$ cat src/design/dcrf_pkg.sv
// Shared constants and control/status types for the dirty cell run framer.
`default_nettype none

package dcrf_pkg;

	// Screen geometry and run shaping
	localparam int ROW_CELLS     = 32;
	localparam int ROW_COUNT     = 24;
	localparam int GAP_LOOKAHEAD = 3;
	localparam int RUN_DEPTH     = 32;

	// Lookahead line holds the cell being judged plus the cells after it
	localparam int LINE_DEPTH = GAP_LOOKAHEAD + 1;
	localparam int LINE_AW    = (LINE_DEPTH > 1) ? $clog2(LINE_DEPTH) : 1;
	localparam int FILL_W     = $clog2(LINE_DEPTH + 1);

	// Run buffer addressing and run counter
	localparam int RUN_AW = $clog2(RUN_DEPTH);
	localparam int RUN_CW = $clog2(RUN_DEPTH + 1);

	// Field widths
	localparam int BYTE_W = 8;
	localparam int ENT_W  = 2 * BYTE_W + 1;  // {changed, colour, glyph}
	localparam int REC_W  = 2 * BYTE_W;      // {colour, glyph}

	typedef struct packed {
		logic load;        // take the incoming cell into the lookahead line
		logic judge;       // judge the pending entry at the judge index
		logic finish;      // per-cell bookkeeping: shift line, step counters
		logic load_hdr;    // put a header record into the output register
		logic load_cell;   // put the next buffered cell record into the output register
		logic frame_done;  // last record of the frame loaded: close the run
	} cmd_t;

	typedef struct packed {
		logic judge_due;   // an entry still has to be judged for this beat
		logic judge_close; // the entry under judgement ends the open run
		logic row_end;     // the current beat is the last cell of a row
		logic in_run;      // a run is open
		logic hdr_last;    // the header is the whole frame (empty run)
		logic cell_last;   // the next cell record is the last of the frame
		logic out_free;    // the output register can take a record this cycle
	} status_t;

endpackage

`default_nettype wire

$ cat src/design/dcrf_ram.sv
// Generic single-write, single-read RAM with registered read data.
`default_nettype none

module dcrf_ram #(
	parameter int WIDTH = 16,
	parameter int DEPTH = 32
) (
	input  wire logic                     clk,
	input  wire logic                     wr_en,
	input  wire logic [$clog2(DEPTH)-1:0] wr_addr,
	input  wire logic [WIDTH-1:0]         wr_data,
	input  wire logic                     rd_en,
	input  wire logic [$clog2(DEPTH)-1:0] rd_addr,
	output logic      [WIDTH-1:0]         rd_data
);

	logic [WIDTH-1:0] mem_q [DEPTH];

	always_ff @(posedge clk) begin
		if (wr_en) begin
			mem_q[wr_addr] <= wr_data;
		end
		if (rd_en) begin
			rd_data <= mem_q[rd_addr];
		end
	end

endmodule

`default_nettype wire

$ cat src/design/dcrf_ctrl.sv
// Controller state machine: sequences load, judging, frame emission and bookkeeping.
`default_nettype none

module dcrf_ctrl (
	input  wire logic             clk,
	input  wire logic             arst_n,
	input  wire logic             in_valid,
	output logic                  in_stall,
	output dcrf_pkg::cmd_t        cmd,
	input  wire dcrf_pkg::status_t status
);

	typedef enum logic [1:0] {
		S_IDLE,
		S_JUDGE,
		S_HDR,
		S_CELL
	} state_t;

	state_t state_q;
	state_t state_d;

	always_comb begin
		cmd     = '0;
		state_d = state_q;
		case (state_q)
			S_IDLE: begin
				if (in_valid) begin
					cmd.load = 1'b1;
					state_d  = S_JUDGE;
				end
			end
			S_JUDGE: begin
				if (status.judge_due) begin
					cmd.judge = 1'b1;
					if (status.judge_close) begin
						state_d = S_HDR;
					end else if (!status.row_end) begin
						// mid-row: one judgement per beat, bookkeeping alongside
						cmd.finish = 1'b1;
						state_d    = S_IDLE;
					end
				end else if (status.row_end && status.in_run) begin
					state_d = S_HDR;
				end else begin
					cmd.finish = 1'b1;
					state_d    = S_IDLE;
				end
			end
			S_HDR: begin
				if (status.out_free) begin
					cmd.load_hdr = 1'b1;
					if (status.hdr_last) begin
						cmd.frame_done = 1'b1;
						state_d        = S_JUDGE;
					end else begin
						state_d = S_CELL;
					end
				end
			end
			S_CELL: begin
				if (status.out_free) begin
					cmd.load_cell = 1'b1;
					if (status.cell_last) begin
						cmd.frame_done = 1'b1;
						state_d        = S_JUDGE;
					end
				end
			end
			default: begin
				state_d = S_IDLE;
			end
		endcase
	end

	always_ff @(posedge clk or negedge arst_n) begin
		if (!arst_n) begin
			state_q <= S_IDLE;
		end else begin
			state_q <= state_d;
		end
	end

	assign in_stall = (state_q != S_IDLE);

	a_rec_needs_room: assert property (@(posedge clk) disable iff (!arst_n)
		(cmd.load_hdr || cmd.load_cell) |-> status.out_free)
		else $error("record loaded while output register occupied");

	a_done_with_record: assert property (@(posedge clk) disable iff (!arst_n)
		cmd.frame_done |-> (cmd.load_hdr || cmd.load_cell))
		else $error("frame closed without its last record");

	a_close_enters_frame: assert property (@(posedge clk) disable iff (!arst_n)
		(cmd.judge && status.judge_close) |=> (state_q == S_HDR))
		else $error("closing judgement did not start a frame");

endmodule

`default_nettype wire

$ cat src/design/dcrf_dpath.sv
// Datapath: lookahead line, run tracking, run buffer and output record register.
`default_nettype none

module dcrf_dpath (
	input  wire logic                  clk,
	input  wire logic                  arst_n,
	input  wire dcrf_pkg::cmd_t        cmd,
	output dcrf_pkg::status_t          status,
	input  wire logic                  cfg_wr_en,
	input  wire logic                  cfg_wr_data,
	input  wire logic                  cell_changed,
	input  wire logic [7:0]            cell_color,
	input  wire logic [7:0]            cell_glyph,
	output logic                       out_valid,
	input  wire logic                  out_stall,
	output logic                       is_header,
	output logic [7:0]                 run_column,
	output logic [7:0]                 run_row,
	output logic [7:0]                 run_length,
	output logic [7:0]                 out_color,
	output logic [7:0]                 out_glyph,
	output logic                       frame_last
);

	// lookahead line
	logic [dcrf_pkg::ENT_W-1:0]  la_q [dcrf_pkg::LINE_DEPTH];
	logic [dcrf_pkg::FILL_W-1:0] fill_q;
	logic [dcrf_pkg::FILL_W-1:0] jidx_q;

	// position and run state
	logic [7:0]                  col_q;
	logic [7:0]                  row_q;
	logic                        in_run_q;
	logic [7:0]                  run_start_q;
	logic [dcrf_pkg::RUN_CW-1:0] run_count_q;
	logic [dcrf_pkg::RUN_CW-1:0] cur_q;
	logic                        full_update_q;
	logic                        out_valid_q;

	// judge path
	logic [dcrf_pkg::ENT_W-1:0]  ent_sel;
	logic                        here_own;
	logic                        ahead;
	logic [7:0]                  judge_col;
	logic                        row_end;
	logic                        do_open;
	logic                        do_take;
	logic                        room;
	logic [dcrf_pkg::RUN_CW-1:0] cur_plus;

	// run buffer ports
	logic                        ram_we;
	logic [dcrf_pkg::RUN_AW-1:0] ram_waddr;
	logic                        ram_re;
	logic [dcrf_pkg::RUN_AW-1:0] ram_raddr;
	logic [dcrf_pkg::REC_W-1:0]  ram_rdata;

	assign row_end   = (col_q >= 8'(dcrf_pkg::ROW_CELLS - 1));
	assign ent_sel   = la_q[jidx_q[dcrf_pkg::LINE_AW-1:0]];
	assign here_own  = ent_sel[dcrf_pkg::ENT_W-1] | full_update_q;
	// column of entry j of n pending: col - (n - 1 - j)
	assign judge_col = col_q + 8'(jidx_q) + 8'd1 - 8'(fill_q);
	assign room      = (run_count_q < dcrf_pkg::RUN_CW'(dcrf_pkg::RUN_DEPTH));
	assign cur_plus  = cur_q + dcrf_pkg::RUN_CW'(1);

	// lookahead uses the raw changed flags only
	always_comb begin
		ahead = 1'b0;
		for (int k = 0; k < dcrf_pkg::LINE_DEPTH; k++) begin
			if (k > int'(jidx_q) && k < int'(fill_q) &&
			    k <= int'(jidx_q) + dcrf_pkg::GAP_LOOKAHEAD) begin
				ahead = ahead | la_q[k][dcrf_pkg::ENT_W-1];
			end
		end
	end

	assign do_open = cmd.judge && !in_run_q && here_own;
	assign do_take = cmd.judge && in_run_q && (here_own || ahead);

	assign ram_we    = do_open || (do_take && room);
	assign ram_waddr = in_run_q ? run_count_q[dcrf_pkg::RUN_AW-1:0] : '0;
	assign ram_re    = cmd.load_hdr || cmd.load_cell;
	assign ram_raddr = cmd.load_hdr ? '0 : cur_plus[dcrf_pkg::RUN_AW-1:0];

	dcrf_ram #(
		.WIDTH (dcrf_pkg::REC_W),
		.DEPTH (dcrf_pkg::RUN_DEPTH)
	) u_run_buf (
		.clk     (clk),
		.wr_en   (ram_we),
		.wr_addr (ram_waddr),
		.wr_data (ent_sel[dcrf_pkg::REC_W-1:0]),
		.rd_en   (ram_re),
		.rd_addr (ram_raddr),
		.rd_data (ram_rdata)
	);

	always_comb begin
		status.row_end     = row_end;
		status.in_run      = in_run_q;
		status.judge_due   = row_end ? (jidx_q < fill_q) :
		                     ((fill_q == dcrf_pkg::FILL_W'(dcrf_pkg::LINE_DEPTH)) &&
		                      (jidx_q == '0));
		status.judge_close = in_run_q && !(here_own || ahead);
		status.hdr_last    = (run_count_q == '0);
		status.cell_last   = (cur_plus == run_count_q);
		status.out_free    = !out_valid_q || !out_stall;
	end

	// control state
	always_ff @(posedge clk or negedge arst_n) begin
		if (!arst_n) begin
			fill_q        <= '0;
			jidx_q        <= '0;
			col_q         <= '0;
			row_q         <= '0;
			in_run_q      <= 1'b0;
			run_start_q   <= '0;
			run_count_q   <= '0;
			cur_q         <= '0;
			full_update_q <= 1'b0;
			out_valid_q   <= 1'b0;
		end else begin
			if (cfg_wr_en) begin
				full_update_q <= cfg_wr_data;
			end
			if (cmd.load) begin
				fill_q <= fill_q + dcrf_pkg::FILL_W'(1);
				jidx_q <= '0;
			end
			if (cmd.judge) begin
				jidx_q <= jidx_q + dcrf_pkg::FILL_W'(1);
			end
			if (do_open) begin
				in_run_q    <= 1'b1;
				run_start_q <= judge_col;
				run_count_q <= dcrf_pkg::RUN_CW'(1);
			end else if (do_take && room) begin
				run_count_q <= run_count_q + dcrf_pkg::RUN_CW'(1);
			end
			if (cmd.load_hdr) begin
				cur_q <= '0;
			end else if (cmd.load_cell) begin
				cur_q <= cur_plus;
			end
			if (cmd.frame_done) begin
				in_run_q    <= 1'b0;
				run_count_q <= '0;
			end
			if (cmd.finish) begin
				if (row_end) begin
					in_run_q    <= 1'b0;
					run_count_q <= '0;
					fill_q      <= '0;
					col_q       <= '0;
					row_q       <= (row_q == 8'(dcrf_pkg::ROW_COUNT - 1)) ? 8'd0 :
					               row_q + 8'd1;
				end else begin
					col_q <= col_q + 8'd1;
					if (fill_q == dcrf_pkg::FILL_W'(dcrf_pkg::LINE_DEPTH)) begin
						fill_q <= dcrf_pkg::FILL_W'(dcrf_pkg::LINE_DEPTH - 1);
					end
				end
			end
			if (ram_re) begin
				out_valid_q <= 1'b1;
			end else if (!out_stall) begin
				out_valid_q <= 1'b0;
			end
		end
	end

	// payload: line entries and output record
	always_ff @(posedge clk) begin
		if (cmd.load) begin
			la_q[fill_q[dcrf_pkg::LINE_AW-1:0]] <= {cell_changed, cell_color, cell_glyph};
		end
		if (cmd.finish && !row_end &&
		    fill_q == dcrf_pkg::FILL_W'(dcrf_pkg::LINE_DEPTH)) begin
			for (int k = 0; k < dcrf_pkg::LINE_DEPTH - 1; k++) begin
				la_q[k] <= la_q[k+1];
			end
		end
		if (cmd.load_hdr) begin
			is_header  <= 1'b1;
			run_column <= run_start_q;
			run_row    <= row_q;
			run_length <= 8'(run_count_q);
			out_color  <= 8'd0;
			out_glyph  <= 8'd0;
			frame_last <= (run_count_q == '0);
		end else if (cmd.load_cell) begin
			is_header  <= 1'b0;
			run_column <= 8'd0;
			run_row    <= 8'd0;
			run_length <= 8'd0;
			out_color  <= ram_rdata[dcrf_pkg::REC_W-1:dcrf_pkg::BYTE_W];
			out_glyph  <= ram_rdata[dcrf_pkg::BYTE_W-1:0];
			frame_last <= cur_plus == run_count_q;
		end
	end

	assign out_valid = out_valid_q;

	a_open_run_nonempty: assert property (@(posedge clk) disable iff (!arst_n)
		in_run_q |-> (run_count_q != '0))
		else $error("open run with no buffered cells");

	a_cell_in_range: assert property (@(posedge clk) disable iff (!arst_n)
		cmd.load_cell |-> (cur_plus <= run_count_q))
		else $error("cell record beyond end of run");

	a_line_drained: assert property (@(posedge clk) disable iff (!arst_n)
		cmd.finish |=> (fill_q < dcrf_pkg::FILL_W'(dcrf_pkg::LINE_DEPTH)))
		else $error("lookahead line full after bookkeeping");

endmodule

`default_nettype wire

$ cat src/design/dirty_cell_run_framer.sv
// Top level of the dirty cell run framer: controller plus datapath.
//
//  channel  | beat handshake       | payload
//  ---------+----------------------+-----------------------------------------------
//  cell in  | in_valid / in_stall  | cell_changed, cell_color, cell_glyph
//  record   | out_valid / out_stall| is_header, run_column, run_row, run_length,
//           |                      | out_color, out_glyph, frame_last
//  config   | cfg_wr_en            | cfg_wr_data (full_update)
//
// A mid-row cell is accepted, then judged (once the line is full) with line shift and column step.
// A row's last cell is accepted, then its n <= GAP_LOOKAHEAD + 1 pending cells drain in turn.
// A closing run then emits its header and its buffered cell records, records leaving one per cycle
// while out_stall is low. arst_n clears counters, run state and output valid; the run buffer is
// never cleared. in_stall is high from accept until the beat's bookkeeping is done; out_stall
// only holds the output register and the frame sequence behind it.
`default_nettype none

module dirty_cell_run_framer (
	input  wire logic       clk,
	input  wire logic       arst_n,
	// configuration
	input  wire logic       cfg_wr_en,
	input  wire logic       cfg_wr_data,
	// cell beats
	input  wire logic       in_valid,
	output logic            in_stall,
	input  wire logic       cell_changed,
	input  wire logic [7:0] cell_color,
	input  wire logic [7:0] cell_glyph,
	// record beats
	output logic            out_valid,
	input  wire logic       out_stall,
	output logic            is_header,
	output logic [7:0]      run_column,
	output logic [7:0]      run_row,
	output logic [7:0]      run_length,
	output logic [7:0]      out_color,
	output logic [7:0]      out_glyph,
	output logic            frame_last
);

	dcrf_pkg::cmd_t    cmd;
	dcrf_pkg::status_t status;

	// sequencing only; all storage and arithmetic sit in the datapath
	dcrf_ctrl u_ctrl (
		.clk      (clk),
		.arst_n   (arst_n),
		.in_valid (in_valid),
		.in_stall (in_stall),
		.cmd      (cmd),
		.status   (status)
	);

	dcrf_dpath u_dpath (
		.clk          (clk),
		.arst_n       (arst_n),
		.cmd          (cmd),
		.status       (status),
		.cfg_wr_en    (cfg_wr_en),
		.cfg_wr_data  (cfg_wr_data),
		.cell_changed (cell_changed),
		.cell_color   (cell_color),
		.cell_glyph   (cell_glyph),
		.out_valid    (out_valid),
		.out_stall    (out_stall),
		.is_header    (is_header),
		.run_column   (run_column),
		.run_row      (run_row),
		.run_length   (run_length),
		.out_color    (out_color),
		.out_glyph    (out_glyph),
		.frame_last   (frame_last)
	);

endmodule

`default_nettype wire

$ cat config.mk
export PLATFORM = sky130hd
export DESIGN_NAME = dirty_cell_run_framer
export DESIGN_NICKNAME = d
export VERILOG_FILES = /design/src/design/dcrf_pkg.sv /design/src/design/dcrf_ram.sv /design/src/design/dcrf_ctrl.sv /design/src/design/dcrf_dpath.sv /design/src/design/dirty_cell_run_framer.sv
export SDC_FILE = /design/constraint.sdc
export NUM_CORES = 1
export LEC_CHECK = 0
export ABC_CLOCK_PERIOD_IN_PS = 6700
export BUFFER_PORTS_ARGS = -buffer_cell sky130_fd_sc_hd__buf_2
export CAP_MARGIN = 30
export CORE_MARGIN = 8
export CORE_UTILIZATION = 65
export DETAILED_ROUTE_END_ITERATION = 8
export PLACE_DENSITY = 0.82
export SYNTH_ARGS = -nofsm -noshare
export SYNTH_HDL_FRONTEND = slang
export SYNTH_HIERARCHICAL = 1
export SYNTH_SLANG_ARGS = --single-unit
$ cat constraint.sdc
create_clock -name clk -period 6.7 [get_ports clk]
set_input_delay 0 -clock clk [delete_from_list [all_inputs] [get_ports clk]]
set_output_delay 0 -clock clk [all_outputs]
set_load 0.01 [all_outputs]
* Word level (Yosys, flattened, before mapping)
Memories as Yosys holds them, arrays and structs flattened. A register that Yosys moved wholly into a read port is not among the register bits.
Index checks and enable logic that the tools add are counted.
W data, S select, Z words.
** Storage, ports and cells
- Memories kept :: 2
- Output and inout bits :: 44
- Bits in writable memories :: 580
- Bits in registers :: 87
** Memory list
- u_dpath.u_run_buf.mem_q :: words 32, width 16, read ports 1, clocked after memory_dff 1, wr ports 1, RTL line dcrf_ram.sv:17 : logic [WIDTH-1:0] mem_q [DEPTH];
- u_dpath.la_q :: words 4, width 17, read ports 4, clocked after memory_dff 0, wr ports 3, RTL line dcrf_dpath.sv:26 : logic [dcrf_pkg::ENT_W-1:0] la_q [dcrf_pkg::LINE_DEPTH];
** Cells by class
- Magnitude comparators :: 12
- Eq/ne operators :: 12
- Reduce and logical (&&, ||, !) cells :: 34
- Multiplexer cells :: 69
- Bitwise logic cells :: 3
- Add/sub/neg operators :: 10
** Operators by type and width (number)
- $le A3 B32 Y1 const A :: 2
- $mux W6 :: 9
- $mux W8 :: 5
- $le A2 B32 Y1 const A :: 1
- $mux W1 :: 32
- $add A8 B1 Y8 const B :: 3
- $mux W2 :: 12
- $mux W3 :: 6
- $mux W17 :: 1
- $reduce_or A17 Y1 :: 1
- $logic_and A1 B1 Y1 :: 16
- $add A6 B1 Y6 const B :: 2
- $mux W5 :: 2
- $add A8 B3 Y8 :: 1
- $eq A8 B5 Y1 const B :: 1
- $ge A8 B5 Y1 const B :: 1
- $ne A2 B2 Y1 const B :: 4
- $pmux W2 S4 :: 1
- $sub A8 B3 Y8 :: 1
- $add A3 B1 Y3 const B :: 2
- $eq A6 B6 Y1 :: 1
- $gt A2 B3 Y1 const A :: 2
- $logic_not A6 Y1 :: 1
- $lt A2 B3 Y1 const A :: 2
- 19 further kinds :: 31

* Logic depth before layout (Yosys ltp)
- Depth after elaboration :: 22
- Gate-level depth with buffers :: 17
- Mapped depth without buffers :: 14

* Modules after synthesis
Netlist, hierarchy kept.
** Modules (own cells, without submodules)
- dcrf_ram :: cells an instance 1143, sequential area each 15855.2 um^2, times used 1, area an instance 20694.8 um^2
- dcrf_dpath :: cells an instance 669, sequential area each 4199.0 um^2, times used 1, area an instance 7558.5 um^2
- dcrf_ctrl :: cells an instance 32, sequential area each 50.0 um^2, times used 1, area an instance 296.5 um^2

* Worst setup path before layout
Ideal clock, no wire load.
- Path type :: register -> register
- Start :: register u_dpath/jidx_q[1] in the netlist's numbering
- End :: memory u_dpath.u_run_buf.mem_q[28][0], enable pin
- Required time :: 6.312 ns
- Path buffers :: 4
- Period minus slack after synthesis :: 4.066 ns
- Setup time :: 0.388 ns
- Setup slack :: 2.634 ns
- Cell stages (with the launch flop) :: 14
- Arrival :: 3.677 ns
- Cells stage by stage :: dfrtp_1 > buf_2 > buf_1 > inv_1 > ha_1 > nand4_1 > o21ai_0 > and2_1 > clkbuf_1 > a21boi_0 > and2_1 > or3b_2 > clkbuf_1 > nor2_1
** RTL lines
- start, declared :: RTL line dcrf_dpath.sv:28 : logic [dcrf_pkg::FILL_W-1:0] jidx_q;
- start signal, assigned :: RTL line dcrf_dpath.sv:132 : jidx_q <= jidx_q + dcrf_pkg::FILL_W'(1);
- end, declared :: RTL line dcrf_ram.sv:17

==> metrics.md <==
| Metric | Value |
|---|---|
| Initial antenna violation count | `0` |
| Die span in y | `~230 µm` |
| Tmin final | `~4600 ps` |
| Layout fillers | `approximately 2500` |
| IO Count | `between 60 and 70` |
| Mapped Cells | `1844` |
| Crit end category | `flop` |
| Power Total | `between 0.01 and 0.015 W` |
| Setup TNS | `0 ps` |
| Sequential fraction of the synthesis area | `70.4%` |
| Root buf cell | `clkbuf_16` |
| Power share of the clock group | `30.1%` |
| IO Port Bufs | `64` |
| Final Hold Vio Count | `0` |
| Slew margin rel. | `33.3%` |
| Routed length per instance | `~24 µm` |
| GPL Wtd Cong | `0.846` |
| CTS tree | `yes` |
| Clk_lat worst skew | `approximately 600 ps` |
| Final setup vio count | `0` |
| Slew @ Worst Pin | `around 1000 ps` |
| Fin util | `73.8%` |
| CTS Buffer Depth | `3` |
| Status | `completed` |
| Starting DRT DRC Count | `roughly 1700` |
| Main flop type after synthesis | `edfxtp_1` |
| Slew Limit Fails | `0` |
| Final WL | `approximately 63 mm` |
| Dpl hpwl | `between 30 and 40 mm` |
| Startpoint Class | `flop` |
| Total grt overflow | `0` |
| CP bufs+invs | `2` |
| Via density per instance | `~6.3` |
| Total power divided by cell area | `between 300 and 400 mW/mm²` |
| Die width | `226 µm` |
| Post-place instance area | `approximately 0.029 mm²` |
| RR Startpoint | `u_dpath/jidx_q[1]$_DFFE_PN0P_` |
| First-pass GRT wire length | `between 90 and 100 mm` |
| Pin count of the biggest net entering global routing | `72` |
| Vias in the first global route | `16300` |
| Power Internal | `slightly below 0.009 W` |
| Unrepaired setup endpoints after global routing | `no` |
| Slowest stage delay, CP | `about 910 ps` |
| Worst hold path class | `in2async` |
| DRT Pass-1 Iters | `6` |
| Total Nets Final | `2011` |
| CTS sink cnt | `roughly 700` |
| Pleak | `about 13 nW` |
| CP Cell Sequence | `ha_1 > inv_1 > nor2_1 > o21ai_0 > nand3b_1 > o21ai_0 > and2_1 > a21boi_0 > and2_1 > or3b_2 > nor2_1 > buf_6` |
| Yosys reg bits | `between 600 and 700` |
| Sw Ratio | `a little under a third` |
| Asr flop ratio synth | `a little under 7%` |
| Die Area | `between 0.05 and 0.06 mm²` |
| Post-cts resize count | `0` |
| Part of the cycle the worst path needs | `68.8%` |
| H-Tree Depth | `3` |
| Synth unique cells | `slightly above 70` |
| Num CTS Buffers | `just under 70` |
| Post-synth EDFFs | `slightly above 600` |
| Via count | `~16000` |
| WS Path Type | `reg2reg` |
| Post-Syn Area | `0.0285 mm²` |
| Post-DRT Antenna Nets | `0` |
| Maximum fanout along the worst path | `23` |
| Worst-case reg-to-reg path depth | `12` |
| Clock Skews | `around 29 ps` |
| Max-Cap Viols | `0` |
| Slowest CP cell | `dfrtp_1` |
| Final cell area excluding filler cells | `~0.032 mm²` |
| Core Box Area | `approximately 0.043 mm²` |
| Worst Path Required | `roughly 7000 ps` |
| Area growth from synthesis to layout | `11.6%` |
| Share of cells above drive strength 1 | `about an eighth` |
| Starting density of the core | `about two thirds` |
| Core Rows | `76` |
| Comb power frac | `25.9%` |
| Synth Warn # | `6` |
| Worst R2R Setup Slack | `between 2000 and 2500 ps` |
| Reg-to-reg endpoint | `u_dpath/u_run_buf/mem_q[28][10]$_DFFE_PP_` |
| Worst IR Drop VDD | `just under 400 µV` |
| Diode count | `0` |
| Share of power burned in registers | `between 40 and 50%` |
| Total Routing Usage GR | `~25%` |
| CP top delay family | `simple AND/OR/NAND/NOR gates` |
| Layout Cells excl Fill | `roughly 2600` |
| DRC violations left | `0` |
| Mean Syn Cell Area | `15.5 µm²` |
| Switching pwr | `~0.0039 W` |
| Seq. cell area | `0.0201 mm²` |
| Max frequency | `approximately 220 MHz` |
| Footprint of the multi-input gates | `roughly 0.0075 mm²` |
| Clk slew on worst S/H paths | `about 60 ps` |
| Crit path launch | `u_dpath/jidx_q[1]$_DFFE_PN0P_` |
| CP arrival | `just under 5000 ps` |
| Placed insts | `about 2400` |
==> placed cells by master (no fill, tap or decap), drive strengths merged, types with 6 or more instances in the layout <==
cell type	n
edfxtp	619
mux2i	278
buf	115
nand2	95
clkbuf	83
inv	82
nor2	79
o21ai	70
a22oi	66
dfrtp	47
nand3	44
a21oi	42
ha	35
and2	34
a22o	32
clkinv	30
nand4	23
dlygate4sd3	22
nor3	22
a31oi	19
mux4	17
dfxtp	17
xnor2	16
xor2	11
nand2b	10
nor2b	10
a211oi	8
bufinv	7
nand3b	6
==> what timing repair did <==
item                      in CTS  in global routing
hold buffers                  22                  0
buffers inserted               0                  0
hold endpoints to repair     119                  0
==> Yosys cell counts (5+ instances only) <==
| library cell | n | area, µm² |
|---|---|---|
| mux4_2 | 17 | 383 |
| buf_4 | 23 | 173 |
| clkbuf_1 | 36 | 135 |
| a22o_1 | 32 | 280 |
| dfxtp_1 | 17 | 340 |
| edfxtp_1 | 619 | 18600 |
| a211oi_1 | 8 | 60.1 |
| xor2_1 | 11 | 96.3 |
| mux2i_1 | 278 | 2780 |
| nor2b_1 | 10 | 62.6 |
| inv_1 | 81 | 304 |
| a22oi_1 | 66 | 495 |
| a21oi_1 | 42 | 210 |
| buf_8 | 6 | 90.1 |
| nand2b_1 | 9 | 56.3 |
| ha_1 | 35 | 438 |
| o31ai_1 | 5 | 37.5 |
| nand2_1 | 95 | 357 |
| a31oi_1 | 19 | 119 |
| nor3_1 | 22 | 110 |
| o21ai_0 | 68 | 340 |
| nand3b_1 | 6 | 45.0 |
| buf_12 | 5 | 100 |
| and2_1 | 34 | 213 |
| dfrtp_1 | 47 | 1180 |
| xnor2_1 | 16 | 140 |
| a21o_1 | 5 | 37.5 |
| nand4_1 | 22 | 138 |
| nand3_1 | 44 | 220 |
| nor2_1 | 78 | 293 |
| buf_2 | 22 | 110 |
| buf_6 | 7 | 78.8 |
==> registers in the layout, indices dropped and copies added, names as in the netlist, 2 cells and up <==
| register | flops |
|---|---|
| u_ctrl/state_q | 2 |
| u_dpath/col_q | 8 |
| u_dpath/cur_q | 6 |
| u_dpath/fill_q | 3 |
| u_dpath/jidx_q | 3 |
| u_dpath/la_q | 68 |
| u_dpath/out_color | 8 |
| u_dpath/out_glyph | 8 |
| u_dpath/row_q | 8 |
| u_dpath/run_column | 8 |
| u_dpath/run_count_q | 6 |
| u_dpath/run_length | 6 |
| u_dpath/run_row | 8 |
| u_dpath/run_start_q | 8 |
| u_dpath/u_run_buf/mem_q | 512 |
| u_dpath/u_run_buf/rd_data | 16 |
==> cell families (layout without fill, tap and decap cells) <==
group | Yosys count | in the layout | synth area share, %
other | 1 | 2 | 0.0131
XOR/XNOR | 27 | 27 | 0.828
buffers and inverters | 183 | 341 | 3.51
AND/OR/NAND/NOR | 346 | 346 | 5.98
AO/OA/AOI/OAI | 268 | 268 | 6.30
adder cells (fa/ha/maj) | 38 | 38 | 1.74
multiplexers | 298 | 298 | 11.2
flip-flops | 683 | 683 | 70.4
==> power groups by stage <==
stage | Sequential [W] | Clock (W) | Combinational (W)
after floorplan | 0.00557 | 0 | 0.00242
after global placement | 0.00561 | 0 | 0.00308
after detailed placement | 0.00562 | 0 | 0.00320
after CTS | 0.00554 | 0.00385 | 0.00325
after global routing | 0.00556 | 0.00400 | 0.00351
final | 0.00554 | 0.00380 | 0.00327
==> layout make-up <==
cell class / count / area share (%)
tap: 585 / 2.30
clock inverter: 40 / 1.26
sequential: 683 / 63.1
clock buffer: 83 / 5.79
multi-input combinational: 979 / 23.5
inverter: 81 / 0.955
timing repair buffer: 137 / 3.12
==> tightest hold or removal path, cell delays in order <==
cell and delay (ps):
dlygate4sd3_1 520, buf_2 100, buf_4 500
==> per-stage QoR <==
step,hold slack [ps],setup slack (ps)
floorplan,-296,2630
global placement,142,1970
detailed placement,145,1630
CTS,65.6,1590
global route,105,1820
finish,51.4,2090
==> how the worst max path moves through the flow <==
stage	end	slack (ps)	cells past startpoint
after floorplan	u_dpath/u_run_buf/mem_q[28][0]$_DFFE_PP_	2630	13
after global placement	u_dpath/la_q[0][4]$_DFFE_PP_	1970	11
after detailed placement	u_dpath/la_q[1][3]$_DFFE_PP_	1630	11
after CTS	u_dpath/la_q[1][1]$_DFFE_PP_	1590	11
after global routing	u_dpath/la_q[0][12]$_DFFE_PP_	1820	12
final	u_dpath/u_run_buf/mem_q[28][10]$_DFFE_PP_	2090	12
==> metal layers <==
layer | track usage (%) | part of all wire, %
met4 | 10.5 | 4.1
met2 | 38.8 | 48
met1 | 32.5 | 39
met5 | 0 | 0
met3 | 5.99 | 9.1
Note: power is estimated with default switching activity, not from simulation.
